<file path="config.mk">
export PLATFORM = sky130hd
export DESIGN_NAME = tlch_front
export DESIGN_NICKNAME = d
export VERILOG_FILES = /design/src/sv/token_length_and_char_histogram_macros.svh /design/src/sv/tlch_pkg.sv /design/src/sv/tlch_front.sv
export SDC_FILE = /design/constraint.sdc
export NUM_CORES = 1
export LEC_CHECK = 0
export ABC_AREA = 0
export BUFFER_PORTS_ARGS = -buffer_cell sky130_fd_sc_hd__buf_2
export CORE_MARGIN = 2
export CORE_UTILIZATION = 37
export DETAILED_ROUTE_END_ITERATION = 10
export HOLD_SLACK_MARGIN = 0.06
export PLACE_DENSITY = 0.62
export SYNTH_ARGS = -nofsm -noshare
export SYNTH_HDL_FRONTEND = slang
export SYNTH_SLANG_ARGS = --single-unit
</file>
<file path="constraint.sdc">
create_clock -name clk -period 5.7 [get_ports clk]
set_input_delay 0.57 -clock clk [delete_from_list [all_inputs] [get_ports clk]]
set_output_delay 0.57 -clock clk [all_outputs]
set_load 0.02 [all_outputs]
</file>
<file path="src/sv/token_length_and_char_histogram_macros.svh">
// ----------------------------------------------------------------------------
// token length and character histogram: assertion macros
// shared property wrappers on clk with rst_n as the disable condition
// ----------------------------------------------------------------------------
`ifndef TOKEN_LENGTH_AND_CHAR_HISTOGRAM_MACROS_SVH
`define TOKEN_LENGTH_AND_CHAR_HISTOGRAM_MACROS_SVH

// expression holds at every clock edge out of reset
`define TLCH_ASSERT_ALWAYS(label, expr) \
    label: assert property (@(posedge clk) disable iff (!rst_n) (expr)) \
        else $error("tlch: invariant violated");

// consequent holds in the cycle after the antecedent
`define TLCH_ASSERT_NEXT(label, ante, cons) \
    label: assert property (@(posedge clk) disable iff (!rst_n) (ante) |=> (cons)) \
        else $error("tlch: next-cycle check failed");

`endif

</file>
<file path="src/sv/tlch_pkg.sv">
// ----------------------------------------------------------------------------
// tlch_pkg
// types, command codes and the separator test for the token histogram
// ----------------------------------------------------------------------------
package tlch_pkg;

    localparam int IDX_W       = 7;
    localparam int BYTE_W      = 8;
    localparam int CMD_W       = 2;
    localparam int RESULT_W    = 32;
    localparam int CHAR_CODES  = 128;
    localparam int QUEUE_DEPTH = 2;
    localparam int QA_W        = $clog2(QUEUE_DEPTH);
    localparam int QC_W        = $clog2(QUEUE_DEPTH + 1);

    // command codes
    localparam logic [CMD_W-1:0] CMD_DATA      = 2'd0;
    localparam logic [CMD_W-1:0] CMD_FLUSH     = 2'd1;
    localparam logic [CMD_W-1:0] CMD_READ_LEN  = 2'd2;
    localparam logic [CMD_W-1:0] CMD_READ_CHAR = 2'd3;

    // work handed from the front end to the back end
    typedef enum logic [2:0] {
        OP_BUMP_LEN,
        OP_BUMP_CHAR,
        OP_READ_LEN,
        OP_READ_CHAR,
        OP_READ_ZERO
    } op_kind_t;

    typedef struct packed {
        logic [CMD_W-1:0]  command;
        logic [BYTE_W-1:0] byte_value;
        logic [IDX_W-1:0]  bin_index;
    } item_t;

    typedef struct packed {
        logic [RESULT_W-1:0] count;
        logic [IDX_W-1:0]    index_echo;
    } result_t;

    typedef struct packed {
        op_kind_t         kind;
        logic [IDX_W-1:0] index;
    } op_t;

    typedef struct packed {
        logic [QC_W-1:0] count;
        logic            full;
        logic            empty;
    } queue_status_t;

    // token separators, nul included
    function automatic logic is_separator(input logic [BYTE_W-1:0] b);
        logic sep;
        case (b) inside
            8'h00,          // nul
            8'h7B, 8'h7D,   // braces
            8'h28, 8'h29,   // parentheses
            8'h5B, 8'h5D,   // brackets
            8'h2C, 8'h3B,   // comma, semicolon
            8'h22,          // double quote
            8'h20, 8'h0A,   // space, newline
            8'h09, 8'h5E:   // tab, caret
                sep = 1'b1;
            default:
                sep = 1'b0;
        endcase
        return sep;
    endfunction

endpackage

</file>
<file path="src/sv/tlch_front.sv">
// ----------------------------------------------------------------------------
// tlch_front
// accepts items, tracks the pending token, emits at most one counter op each
// ----------------------------------------------------------------------------
module tlch_front #(
    parameter int LENGTH_BINS = 30
) (
    input  logic                    clk,
    input  logic                    rst_n,
    input  logic                    item_valid,
    output logic                    item_ready,
    input  tlch_pkg::item_t         item,
    input  tlch_pkg::queue_status_t q_status,
    output logic                    push,
    output tlch_pkg::op_t           push_op
);
    import tlch_pkg::*;

    localparam int TL_W = $clog2(LENGTH_BINS + 1);

    logic [TL_W-1:0] tok_len_reg;
    logic [TL_W-1:0] tok_len_next;
    logic            accept;
    logic            pending;
    logic            op_valid;
    op_t             op;

    assign item_ready = !q_status.full;
    assign accept     = item_valid && item_ready;
    assign pending    = (tok_len_reg != '0);

    // classify the transaction
    always_comb
    begin
        tok_len_next = tok_len_reg;
        op_valid     = 1'b0;
        op.kind      = OP_READ_ZERO;
        op.index     = item.bin_index;
        case (item.command)
            CMD_DATA:
            begin
                if (is_separator(item.byte_value))
                begin
                    if (pending)
                    begin
                        op_valid     = 1'b1;
                        op.kind      = OP_BUMP_LEN;
                        op.index     = IDX_W'(tok_len_reg - 1'b1);
                        tok_len_next = '0;
                    end
                end
                else
                begin
                    if (tok_len_reg < TL_W'(LENGTH_BINS))
                        tok_len_next = tok_len_reg + 1'b1;
                    if (item.byte_value inside {[8'd2:8'd127]})
                    begin
                        op_valid = 1'b1;
                        op.kind  = OP_BUMP_CHAR;
                        op.index = item.byte_value[IDX_W-1:0];
                    end
                end
            end
            CMD_FLUSH:
            begin
                if (pending)
                begin
                    op_valid     = 1'b1;
                    op.kind      = OP_BUMP_LEN;
                    op.index     = IDX_W'(tok_len_reg - 1'b1);
                    tok_len_next = '0;
                end
            end
            CMD_READ_LEN:
            begin
                op_valid = 1'b1;
                op.kind  = (item.bin_index < IDX_W'(LENGTH_BINS)) ? OP_READ_LEN : OP_READ_ZERO;
            end
            CMD_READ_CHAR:
            begin
                op_valid = 1'b1;
                op.kind  = OP_READ_CHAR;
            end
            default:
            begin
                op_valid = 1'b0;
            end
        endcase
    end

    // pending token length
    always_ff @(posedge clk or negedge rst_n)
    begin
        if (!rst_n)
            tok_len_reg <= '0;
        else if (accept)
            tok_len_reg <= tok_len_next;
    end

    assign push    = accept && op_valid;
    assign push_op = op;

endmodule

</file>
==> metrics.yaml <==
floorplan:
  ioPinCount: 36
  dieHeight_um: 54.3
  die_area_um2: 2950
  die_w_um: 54.3
  initial_core_util_pct: 38.5
  rows: 18
  core-area_um2: 2430
detailed_routing:
  vias_per_cell: 5.65
  drc: 0
  first_pass_iters: 4
  wl_per_cell_um: 13.2
  drtIter0Drc: 19
  drt-total-wl_um: 2500
  postRouteAntennaNets: 0
  dr_total_vias: 1068
clocking:
  post_cts_resized: 0
  cts_setup_buffers: 0
  tritoncts: "done"
  htreeDepth: 1
  cts_inserted_buffers: 3
  path_clk_slew_ns: 0.04
  clockBufferDepth: 2
  cts_root_buf: "clkbuf_4"
  clk_latency_ns: 0.24
  clock-sinks: 5
  postCtsHoldBufs: 0
synthesis:
  syn_area_um2: 937
  synthCells: 131
  synth_edf_count: 0
  synth.area.top_cells: "dfrtp_1 13%, nand2_1 6.4%, nor3_1 4.8%"
  synth.largest_area_cell: "dfrtp_1"
  synth_warnings: 0
  synth_ff_type: "dfrtp_1"
  synth_cell_types: 49
  synth.avg_cell_area_um2: 7.15
  async_reset_ff_share_pct: 100
  synth_top_cell_area_share_pct: 13.4
  ys_ff_latch: 5
  mappedNetlistNets: 157
  seq_area_frac_synth_pct: 13.4
power_and_ir_drop:
  p_leak_uw: 0.000506
  total_power_uw: 229
  peakVddDrop_mv: 0.123
  power.density_nw_per_um2: 205
critical_path:
  crit_fanout: 14
  r2r_cells: 5
  worstPathCellList: "buf_2 > or3b_1 > a2bb2oi_1 > o22ai_2 > nor3_2 > mux2_2 > a21o_1 > buf_2"
  reg2reg_slack_ns: 3.92
  path_class: "in2out"
  slowest_delay_ns: 0.66
  arrival_ns: 2.68
  critical_path.endpoint_type: "primary output"
  crit_family: "simple AND/OR/NAND/NOR gates"
  cp-start-kind: "input pin"
  worst-path-buf-inv: 2
  slowest_stage: "nor3_2"
  required_ns: 5.13
  cp.depth: 8
  startpoint: "item[12]"
  crit_top_cell: "buf_2"
  cp-endpoint: "push_op[9]"
  worstReg2RegStart: "tok_len_reg[3]"
  r2r_end: "tok_len_reg[0]"
worst_hold_path:
  hp-class: "in2async"
placement:
  place_congestion: 0.776
  dpl_cell_area_um2: 1090
  place_ws_ns: 2.44
  dp_hpwl_um: 2010
  port-buffer-count: 32
global_routing:
  grt_usage_pct: 17.3
  grt_max_degree: 20
  grt_pass1_wl_um: 3820
  grt_pass1_vias: 930
  grt_overflow: 0
  grt_antenna_before_repair: 0
layout:
  areaGrowthSynthToFinish_pct: 19.0
  largest_reg_flops: 5
  n_antenna_cell: 0
  fill_cells: 268
  mostFrequentLayoutCells: "32 x buf_2, 16 x nand2_1, 9 x inv_1, 9 x nor3_1, 8 x nor2_1"
  multi_input_area_um2: 732
  final_common_cell: "buf_2"
  nets: 186
  final_cell_area_um2: 1110
  layout-drive-gt1-share_pct: 28.9
  regArea_um2: 125
sta:
  fin_crit_sh_pct: 56.9
  fmax_ghz: 0.308
  tightest_slew_ns: 0.841
  skew_ns: 0.0000448
  slew_violations: 0
  finalHoldViolCount: 0
  period_minus_slack_ns: 3.25
  slew_headroom_pct: 43.6
  rsz0062_at_grt: "no"
  tns_ns: 0
  setup_slack_ns: 2.45
  finalSetupViolCount: 0
job:
  max-cap-violations: 0
outcome:
  status: "completed"
## synthesized netlist by cell type (2+ instances only)
master,instances
ha_1,2
nand4_1,2
nand3_1,6
clkbuf_1,4
or3_1,6
nor3_1,9
a32oi_1,2
o221ai_1,3
nor2b_1,4
a21o_1,2
inv_1,9
mux2_2,3
nor4_1,2
mux2i_1,4
nor2_1,8
a22o_1,2
or4_1,2
dfrtp_1,5
a21oi_1,7
o21ai_0,2
nand2b_1,2
nand2_1,16
or2_2,2
buf_6,2
## power by group
part | leakage (uW) | internal (uW) | switching (uW)
registers | 0.0000580 | 44.2 | 19.4
clock network | 0.0000150 | 26.4 | 13.7
logic | 0.000433 | 54.8 | 70.2
## metal layers
metal	wire length [um]	vias up	part of all wire (%)	global-route usage [%]
met5	0	-	0	0
met2	1160	29	46	30.1
met4	0	0	0	2.50
met3	104	0	4.2	3.28
li1	-	550	-	-
met1	1240	489	50	22.4
## stage by stage
step | std cells | utilization, % | hold WS, ns
2_1_floorplan | 131 | - | 0.274
3_3_place_gp | 185 | 44.8 | 0.386
3_5_place_dp | 185 | 44.8 | 0.394
4_1_cts | 189 | 45.8 | 0.136
5_1_grt | 189 | 45.8 | 0.135
6_report | 189 | 45.8 | 0.138
## cells by family (layout without fill, tap and decap cells)
group	Yosys count	count (layout)	share of synthesized area, %
xor+xnor	2	2	1.87
fa+ha+maj	2	2	2.67
simple gates	65	65	37.1
buf+inv	17	45	8.54
flops	5	5	13.4
mux	7	7	7.88
compound gates	33	33	28.6
## worst min path at each step
stage           from        endpoint  slack (ns)  cells past startpoint
2_1_floorplan  rst_n  tok_len_reg[0]        0.27                      0
3_3_place_gp   rst_n  tok_len_reg[3]        0.39                      1
3_5_place_dp   rst_n  tok_len_reg[3]        0.39                      1
4_1_cts        rst_n  tok_len_reg[0]        0.14                      1
5_1_grt        rst_n  tok_len_reg[0]        0.14                      1
6_report       rst_n  tok_len_reg[3]        0.14                      1
## cell type report
type                       instances  share of cell area [%]
inverter                           9                    3.03
multi-input combinational        109                    65.7
sequential                         5                    11.2
clock buffer                       4                    2.36
timing repair buffer              32                    14.4
tap                               30                    3.37
Power figures use the tool's default switching activity.
