<file path="src/sv/token_length_and_char_histogram_macros.svh">
// ----------------------------------------------------------------------------
// token length and character histogram: assertion macros
// shared property wrappers on clk with rst_n as the disable condition
// ----------------------------------------------------------------------------
`ifndef TOKEN_LENGTH_AND_CHAR_HISTOGRAM_MACROS_SVH
`define TOKEN_LENGTH_AND_CHAR_HISTOGRAM_MACROS_SVH

// expression holds at every clock edge out of reset
`define TLCH_ASSERT_ALWAYS(label, expr) \
    label: assert property (@(posedge clk) disable iff (!rst_n) (expr)) \
        else $error("tlch: invariant violated");

// consequent holds in the cycle after the antecedent
`define TLCH_ASSERT_NEXT(label, ante, cons) \
    label: assert property (@(posedge clk) disable iff (!rst_n) (ante) |=> (cons)) \
        else $error("tlch: next-cycle check failed");

`endif

</file>
<file path="src/sv/tlch_pkg.sv">
// ----------------------------------------------------------------------------
// tlch_pkg
// types, command codes and the separator test for the token histogram
// ----------------------------------------------------------------------------
package tlch_pkg;

    localparam int IDX_W       = 7;
    localparam int BYTE_W      = 8;
    localparam int CMD_W       = 2;
    localparam int RESULT_W    = 32;
    localparam int CHAR_CODES  = 128;
    localparam int QUEUE_DEPTH = 2;
    localparam int QA_W        = $clog2(QUEUE_DEPTH);
    localparam int QC_W        = $clog2(QUEUE_DEPTH + 1);

    // command codes
    localparam logic [CMD_W-1:0] CMD_DATA      = 2'd0;
    localparam logic [CMD_W-1:0] CMD_FLUSH     = 2'd1;
    localparam logic [CMD_W-1:0] CMD_READ_LEN  = 2'd2;
    localparam logic [CMD_W-1:0] CMD_READ_CHAR = 2'd3;

    // work handed from the front end to the back end
    typedef enum logic [2:0] {
        OP_BUMP_LEN,
        OP_BUMP_CHAR,
        OP_READ_LEN,
        OP_READ_CHAR,
        OP_READ_ZERO
    } op_kind_t;

    typedef struct packed {
        logic [CMD_W-1:0]  command;
        logic [BYTE_W-1:0] byte_value;
        logic [IDX_W-1:0]  bin_index;
    } item_t;

    typedef struct packed {
        logic [RESULT_W-1:0] count;
        logic [IDX_W-1:0]    index_echo;
    } result_t;

    typedef struct packed {
        op_kind_t         kind;
        logic [IDX_W-1:0] index;
    } op_t;

    typedef struct packed {
        logic [QC_W-1:0] count;
        logic            full;
        logic            empty;
    } queue_status_t;

    // token separators, nul included
    function automatic logic is_separator(input logic [BYTE_W-1:0] b);
        logic sep;
        case (b) inside
            8'h00,          // nul
            8'h7B, 8'h7D,   // braces
            8'h28, 8'h29,   // parentheses
            8'h5B, 8'h5D,   // brackets
            8'h2C, 8'h3B,   // comma, semicolon
            8'h22,          // double quote
            8'h20, 8'h0A,   // space, newline
            8'h09, 8'h5E:   // tab, caret
                sep = 1'b1;
            default:
                sep = 1'b0;
        endcase
        return sep;
    endfunction

endpackage

</file>
<file path="src/sv/tlch_queue.sv">
// ----------------------------------------------------------------------------
// tlch_queue
// short op queue between the front end and the back end
// ----------------------------------------------------------------------------
module tlch_queue (
    input  logic                    clk,
    input  logic                    rst_n,
    input  logic                    push,
    input  tlch_pkg::op_t           push_op,
    input  logic                    pop,
    output tlch_pkg::op_t           head,
    output tlch_pkg::queue_status_t status
);
    import tlch_pkg::*;

    op_t             entry_reg [QUEUE_DEPTH];
    logic [QA_W-1:0] wr_ptr_reg;
    logic [QA_W-1:0] rd_ptr_reg;
    logic [QC_W-1:0] count_reg;
    logic [QC_W-1:0] count_next;

    // occupancy
    always_comb
    begin
        count_next = count_reg;
        if (push && !pop)
            count_next = count_reg + 1'b1;
        else if (pop && !push)
            count_next = count_reg - 1'b1;
    end

    // pointers and count
    always_ff @(posedge clk or negedge rst_n)
    begin
        if (!rst_n)
        begin
            wr_ptr_reg <= '0;
            rd_ptr_reg <= '0;
            count_reg  <= '0;
        end
        else
        begin
            if (push)
                wr_ptr_reg <= QA_W'(wr_ptr_reg + 1'b1);
            if (pop)
                rd_ptr_reg <= QA_W'(rd_ptr_reg + 1'b1);
            count_reg <= count_next;
        end
    end

    // storage
    always_ff @(posedge clk)
    begin
        if (push)
            entry_reg[wr_ptr_reg] <= push_op;
    end

    assign head         = entry_reg[rd_ptr_reg];
    assign status.count = count_reg;
    assign status.full  = (count_reg == QC_W'(QUEUE_DEPTH));
    assign status.empty = (count_reg == '0);

endmodule

</file>
<file path="config.mk">
export PLATFORM = sky130hd
export DESIGN_NAME = tlch_queue
export DESIGN_NICKNAME = d
export VERILOG_FILES = /design/src/sv/token_length_and_char_histogram_macros.svh /design/src/sv/tlch_pkg.sv /design/src/sv/tlch_queue.sv
export SDC_FILE = /design/constraint.sdc
export NUM_CORES = 1
export LEC_CHECK = 0
export ABC_AREA = 1
export BUFFER_PORTS_ARGS = -buffer_cell sky130_fd_sc_hd__buf_2
export CAP_MARGIN = 10
export CORE_MARGIN = 3
export CORE_UTILIZATION = 44
export DETAILED_ROUTE_END_ITERATION = 6
export GPL_TIMING_DRIVEN = 1
export PLACE_DENSITY = 0.72
export RECOVER_POWER = 50
export SYNTH_ARGS = -nofsm -noshare
export SYNTH_HDL_FRONTEND = slang
export SYNTH_SLANG_ARGS = --single-unit
</file>
<file path="constraint.sdc">
create_clock -name clk -period 1.2 [get_ports clk]
set_input_delay 0.24 -clock clk [delete_from_list [all_inputs] [get_ports clk]]
set_output_delay 0.24 -clock clk [all_outputs]
set_load 0.01 [all_outputs]
</file>
==> results_dict.tcl, run 1 <==
set metrics [dict create \
    status "finished with violations" \
    violations "setup timing" \
    worstPathRequired_ns 0.96 \
    skew_ns 0.00536 \
    wl_per_cell_microns 11.9 \
    slew-limit-headroom_pct 82.9 \
    leakage_uw 0.000578 \
    via_count 558 \
    yosysTopAreaCellShare_pct 62.3 \
    htree_levels 1 \
    setup_viol 12 \
    dieArea_sq_mm 0.00279 \
    final.setup.worst_slack_ns -0.343 \
    hold_slack_ns 0.112 \
    dp_hpwl_microns 1030 \
    clk_latency_ns 0.30 \
    hold_path.class "input port to flop" \
    start_util_pct 47.7 \
    hold_viol_final 0 \
    nFillCells 147 \
    final_nets 113 \
    die_h_microns 52.8 \
    routed_wl_microns 1480 \
    grt_pass1_wl_microns 2240 \
    worst_slew_pin_slew_ns 0.256 \
    clk_root_buffer_cell "clkbuf_4" \
    drc_errors 0 \
    crit_fanout 6 \
    synth.top_cells.by_area "edfxtp_1, mux2_4, dfrtp_1" \
    vias_per_cell 4.50 \
    ys_seq_area_share_pct 72.6 \
    cts_tree "yes" \
    clockBufferDepth 2 \
    syn2layout_area_growth_pct 36.1 \
    synth.largest_area_cell "edfxtp_1" \
    syn_nets 71 \
    clock_sinks 24 \
    grt_max_degree 14 \
    switching_power_uw 853 \
    stdcell_count 124 \
    ys_ff_latch 24 \
    grt_remaining_overflow 0 \
    ant_nets 0 \
    drive_above_1_share_pct 52.6 \
    dpl_cell_area_sq_mm 0.00115 \
    final_util_pct 64.9 \
    die_w_microns 52.8 \
    first_pass_iters 4 \
    dp.cells 113 \
    max_freq_ghz 0.648 \
    switching_share_pct 29.2 \
    stdcell_area_sq_mm 0.00131 \
    crit_type "flop to output port" \
    num_antenna_cells 0 \
    netlist_area_sq_um 965 \
    p_comb_share_pct 46.2 \
    critPathCaptureType "output port" \
    maxCapViolations 0 \
    yosys_warnings 0 \
    core_area_sq_mm 0.00202 \
    dp_slack_ns -0.0253 \
    syn_inst 56 \
    slew_violations 0 \
    num_rows 16 \
    crit_arrival_ns 1.30 \
    avgSynthCellArea_sq_um 17.2 \
    numCtsBuffers 3 \
    clkSlewWorstSetupHoldPaths_ns 0.12 \
    p_int_uw 2070 \
    fin_crit_sh_pct 129 \
    period_needed_ns 1.54 \
    grt_pass1_vias 536 \
    numPortBuffers 27 \
    antenna_found_initial 0 \
    p_clk_share_pct 11.5 \
    largest_reg_flops 20 \
    gp_congestion 0.609 \
    cp-start-kind "flop" \
    grt.total_usage_pct 12.0 \
    rsz0062_at_grt "yes" \
    drtIter0Drc 10 \
    io_pins 28 \
    peakVddDrop_v 0.00117 \
    p_seq_share_pct 42.3 \
    ys_types 13 \
    power_density_mw_per_mm2 2230 \
]
layout make-up:
class                           count  area, sq um  area share, %
Clock buffer                        3         22.5           1.72
Inverter                            7         30.0           2.29
Clock inverter                      1         3.75          0.286
Sequential cell                    24          701           53.4
Timing Repair Buffer               38          287           21.8
Multi-Input combinational cell     24          235           17.9
Tap cell                           27         33.8           2.57
final timing paths:
| path | from | to | slack, ns | cells past startpoint |
|---|---|---|---|---|
| worst max-delay path | rd_ptr_reg$_DFFE_PN0P_ | head[7] | -0.34 | 3 |
| worst min-delay path | pop | rd_ptr_reg$_DFFE_PN0P_ | 0.11 | 2 |
| worst max register to register | wr_ptr_reg$_DFFE_PN0P_ | entry_reg[1][3]$_DFFE_PP_ | 0.12 | 2 |
| worst min register to register | wr_ptr_reg$_DFFE_PN0P_ | wr_ptr_reg$_DFFE_PN0P_ | 0.52 | 1 |
| max in group asynchronous | rst_n | count_reg[1]$_DFFE_PN0P_ | 0.70 | 2 |
| min in group asynchronous | rst_n | wr_ptr_reg$_DFFE_PN0P_ | 0.30 | 2 |
synth_stat cells:
master / number
edfxtp_1: 20
mux2_4: 9
inv_1: 7
nand2_1: 5
dfrtp_1: 4
nor2_1: 3
xor2_1: 2
buf_6: 1
ha_1: 1
mux2_2: 1
nand3_1: 1
nand4_1: 1
xnor2_1: 1
critical path, stage by stage, from the launching register on:
cell	delay, ns
dfrtp_1	0.43
buf_6	0.15
mux2_4	0.30
buf_6	0.12
cells in the final DEF, fill, tap and decap left out:
cell type	count
nand3_1	1
ha_1	1
buf_6	12
clkinv_1	1
nand2_1	5
nand4_1	1
buf_2	14
dlygate4sd3_1	1
nor2_1	1
inv_1	5
clkinvlp_4	1
edfxtp_1	20
xor2_1	2
inv_2	1
clkbuf_1	3
mux2_4	10
dfrtp_1	4
xnor2_1	1
nor2_2	2
buf_4	8
clkbuf_4	3
layer usage:
metal / track usage [%] / up-vias / share of wire, %
met5: 0 / - / 0
met4: 10.2 / 0 / 3.0
met3: 2.56 / 4 / 4.0
met2: 19.8 / 17 / 50
met1: 12.7 / 260 / 43
li1: - / 277 / -
what timing repair did:
item	in CTS	in global routing
hold endpoints to repair	4	0
pin swaps	2	1
cloned	0	0
buffers inserted	5	1
hold buffers	1	0
setup endpoints to repair	12	22
gates resized for setup	13	3
power by group through the flow:
| stage | clock (uW) | sequential, uW | combinational, uW |
|---|---|---|---|
| 2_1_floorplan | 0 | 1250 | 633 |
| 4_1_cts | 347 | 1230 | 1310 |
| 3_3_place_gp | 0 | 1240 | 959 |
| 6_report | 337 | 1240 | 1350 |
| 3_5_place_dp | 0 | 1250 | 969 |
| 5_1_grt | 392 | 1260 | 1450 |
through the flow:
| stage | setup TNS (ns) | total power [uW] |
|---|---|---|
| after detailed placement | -0.143 | 2220 |
| after global routing | -4.20 | 3100 |
| final | -3.45 | 2920 |
| after CTS | -3.53 | 2890 |
| after floorplan | 0 | 1880 |
| after global placement | -0.108 | 2200 |
kinds of logic after synthesis:
group / share of synthesized area [%]
and+or+nand+nor: 4.28
buffers and inverters: 3.89
muxes: 15.2
DFF: 72.6
xor gates and xnor gates: 2.72
adders and majority gates: 1.30
No activity file was read; power rests on OpenSTA's default activity.
==> run 2: changes to the inputs <==
--- a/config.mk
+++ b/config.mk
@@ -14,6 +14,7 @@
 export GPL_TIMING_DRIVEN = 1
 export PLACE_DENSITY = 0.72
 export RECOVER_POWER = 50
+export SETUP_SLACK_MARGIN = 0.1
 export SYNTH_ARGS = -nofsm -noshare
 export SYNTH_HDL_FRONTEND = slang
 export SYNTH_SLANG_ARGS = --single-unit
==> constraint.sdc (replaced) <==
create_clock -name clk -period 1.2 [get_ports clk]
set_input_delay 0.3 -clock clk [delete_from_list [all_inputs] [get_ports clk]]
set_output_delay 0.3 -clock clk [all_outputs]
set_load 0.01 [all_outputs]
==> results_dict.tcl, run 2 (same netlist as run 1, synthesis figures left out) <==
set metrics [dict create \
    worstPathRequired_ns 0.90 \
    largest_reg_flops 20 \
    top_layer_used "met3" \
    gp_congestion 0.608 \
    skew_ns 0.00380 \
    nFillCells 153 \
    multi_input_area_sq_um 229 \
    wl_per_cell_microns 12.2 \
    routed_wl_microns 1530 \
    crit_fanout 6 \
    hold_viol_final 0 \
    antenna_found_initial 0 \
    final_nets 114 \
    num_antenna_cells 0 \
    wl_met3_microns 92 \
    numCtsBuffers 3 \
    drive_above_1_share_pct 51.0 \
    hold_path.class "input port to flop" \
    start_util_pct 47.7 \
    grt_pass1_vias 581 \
    stdcell_area_sq_mm 0.00133 \
    setup_viol 13 \
    cp-start-kind "flop" \
    regArea_sq_um 701 \
    final_common_cell "edfxtp_1" \
    dp_hpwl_microns 1140 \
    status "finished with violations" \
    via_count 573 \
    dp_slack_ns -0.0953 \
    switching_power_uw 856 \
    crit_type "flop to output port" \
    core_area_sq_mm 0.00202 \
    htree_levels 1 \
    clk_root_buffer_cell "clkbuf_4" \
    drc_errors 0 \
    grt.total_usage_pct 12.8 \
    crit_arrival_ns 1.31 \
    syn2layout_area_growth_pct 37.7 \
    grt_pass1_wl_microns 2540 \
    dpl_cell_area_sq_mm 0.00117 \
    max_freq_ghz 0.620 \
    grt_max_degree 15 \
    ant_nets 0 \
    p_comb_share_pct 42.3 \
    power_density_mw_per_mm2 2350 \
    io_pins 28 \
    cts_tree "yes" \
    period_needed_ns 1.61 \
    maxCapViolations 0 \
    p_int_uw 2260 \
    wl_met1_microns 633 \
    p_seq_share_pct 39.6 \
    rsz0062_at_grt "yes" \
    die_h_microns 52.8 \
    final.setup.worst_slack_ns -0.413 \
    wl_met2_microns 805 \
    worst_slew_pin_slew_ns 0.262 \
    grt_remaining_overflow 0 \
    critPathCaptureType "output port" \
    hold_slack_ns 0.173 \
    vias_per_cell 4.58 \
    final_cell_mix "edfxtp_1, buf_2, buf_6, mux2_4, buf_4" \
    leakage_uw 0.000594 \
    drtIter0Drc 6 \
    clockBufferDepth 2 \
    fin_crit_sh_pct 134 \
    slew-limit-headroom_pct 82.5 \
    peakVddDrop_v 0.00111 \
    num_rows 16 \
    clock_sinks 24 \
    die_w_microns 52.8 \
    clkSlewWorstSetupHoldPaths_ns 0.13 \
    numPortBuffers 27 \
    first_pass_iters 4 \
    clk_latency_ns 0.30 \
    switching_share_pct 27.5 \
    dieArea_sq_mm 0.00279 \
    violations "setup timing" \
    slew_violations 0 \
    p_clk_share_pct 18.1 \
]
==> run 2: final cells by class <==
cell class	count	area share, %
Clock buffer	3	1.69
Clock inverter	1	2.26
Inverter	7	1.98
Multi-Input combinational cell	24	17.2
Sequential cell	24	52.7
Tap cell	27	2.54
Timing Repair Buffer	39	21.6
==> run 2: metal layers <==
metal | GRT usage [%] | vias to the layer above
li1 | - | 279
met1 | 15.8 | 277
met2 | 21.1 | 17
met3 | 3.42 | 0
met4 | 5.11 | 0
met5 | 0 | -
==> run 2: path summary, 6_finish.rpt <==
kind	from	end	slack (ns)	cells past startpoint
max	rd_ptr_reg$_DFFE_PN0P_	head[4]	-0.41	3
min	push_op[0]	entry_reg[1][0]$_DFFE_PP_	0.17	1
max reg2reg	wr_ptr_reg$_DFFE_PN0P_	entry_reg[0][9]$_DFFE_PP_	0.19	2
min reg2reg	wr_ptr_reg$_DFFE_PN0P_	wr_ptr_reg$_DFFE_PN0P_	0.52	1
max in group asynchronous	rst_n	rd_ptr_reg$_DFFE_PN0P_	0.65	2
min in group asynchronous	rst_n	count_reg[0]$_DFFE_PN0P_	0.35	2
==> run 2: per-stage QoR <==
stage / utilization [%] / total power, uW / std cells / TNS, ns
4_1_cts: 65.6 / 3120 / 124 / -4.33
3_5_place_dp: 57.9 / 2260 / 115 / -0.746
6_report: 65.7 / 3120 / 125 / -4.15
3_3_place_gp: 57.9 / 2230 / 115 / -0.645
2_1_floorplan: - / 1880 / 56 / 0
5_1_grt: 65.7 / 3310 / 125 / -5.09
==> run 2: worst max-delay path, cell delays in order (launching register included) <==
cell and delay [ns]:
dfrtp_1 0.43, buf_6 0.16, mux2_4 0.30, buf_6 0.12
==> run 2: power groups by stage <==
stage               logic [uW]  registers [uW]  clock network (uW)
detailed placement        1010            1250                   0
finish                    1320            1230                 564
global placement           987            1240                   0
global route              1420            1260                 626
floorplan                  633            1250                   0
CTS                       1300            1230                 579
==> run 2: timing repair <==
| action | 4_1_cts | 5_1_grt |
|---|---|---|
| endpoints found under the setup margin | 14 | 14 |
| gates resized for setup | 11 | 1 |
| buffers inserted | 4 | 1 |
| pin swaps | 1 | 0 |
| hold buffers | 1 | 0 |
| endpoints found under the hold margin | 4 | 0 |
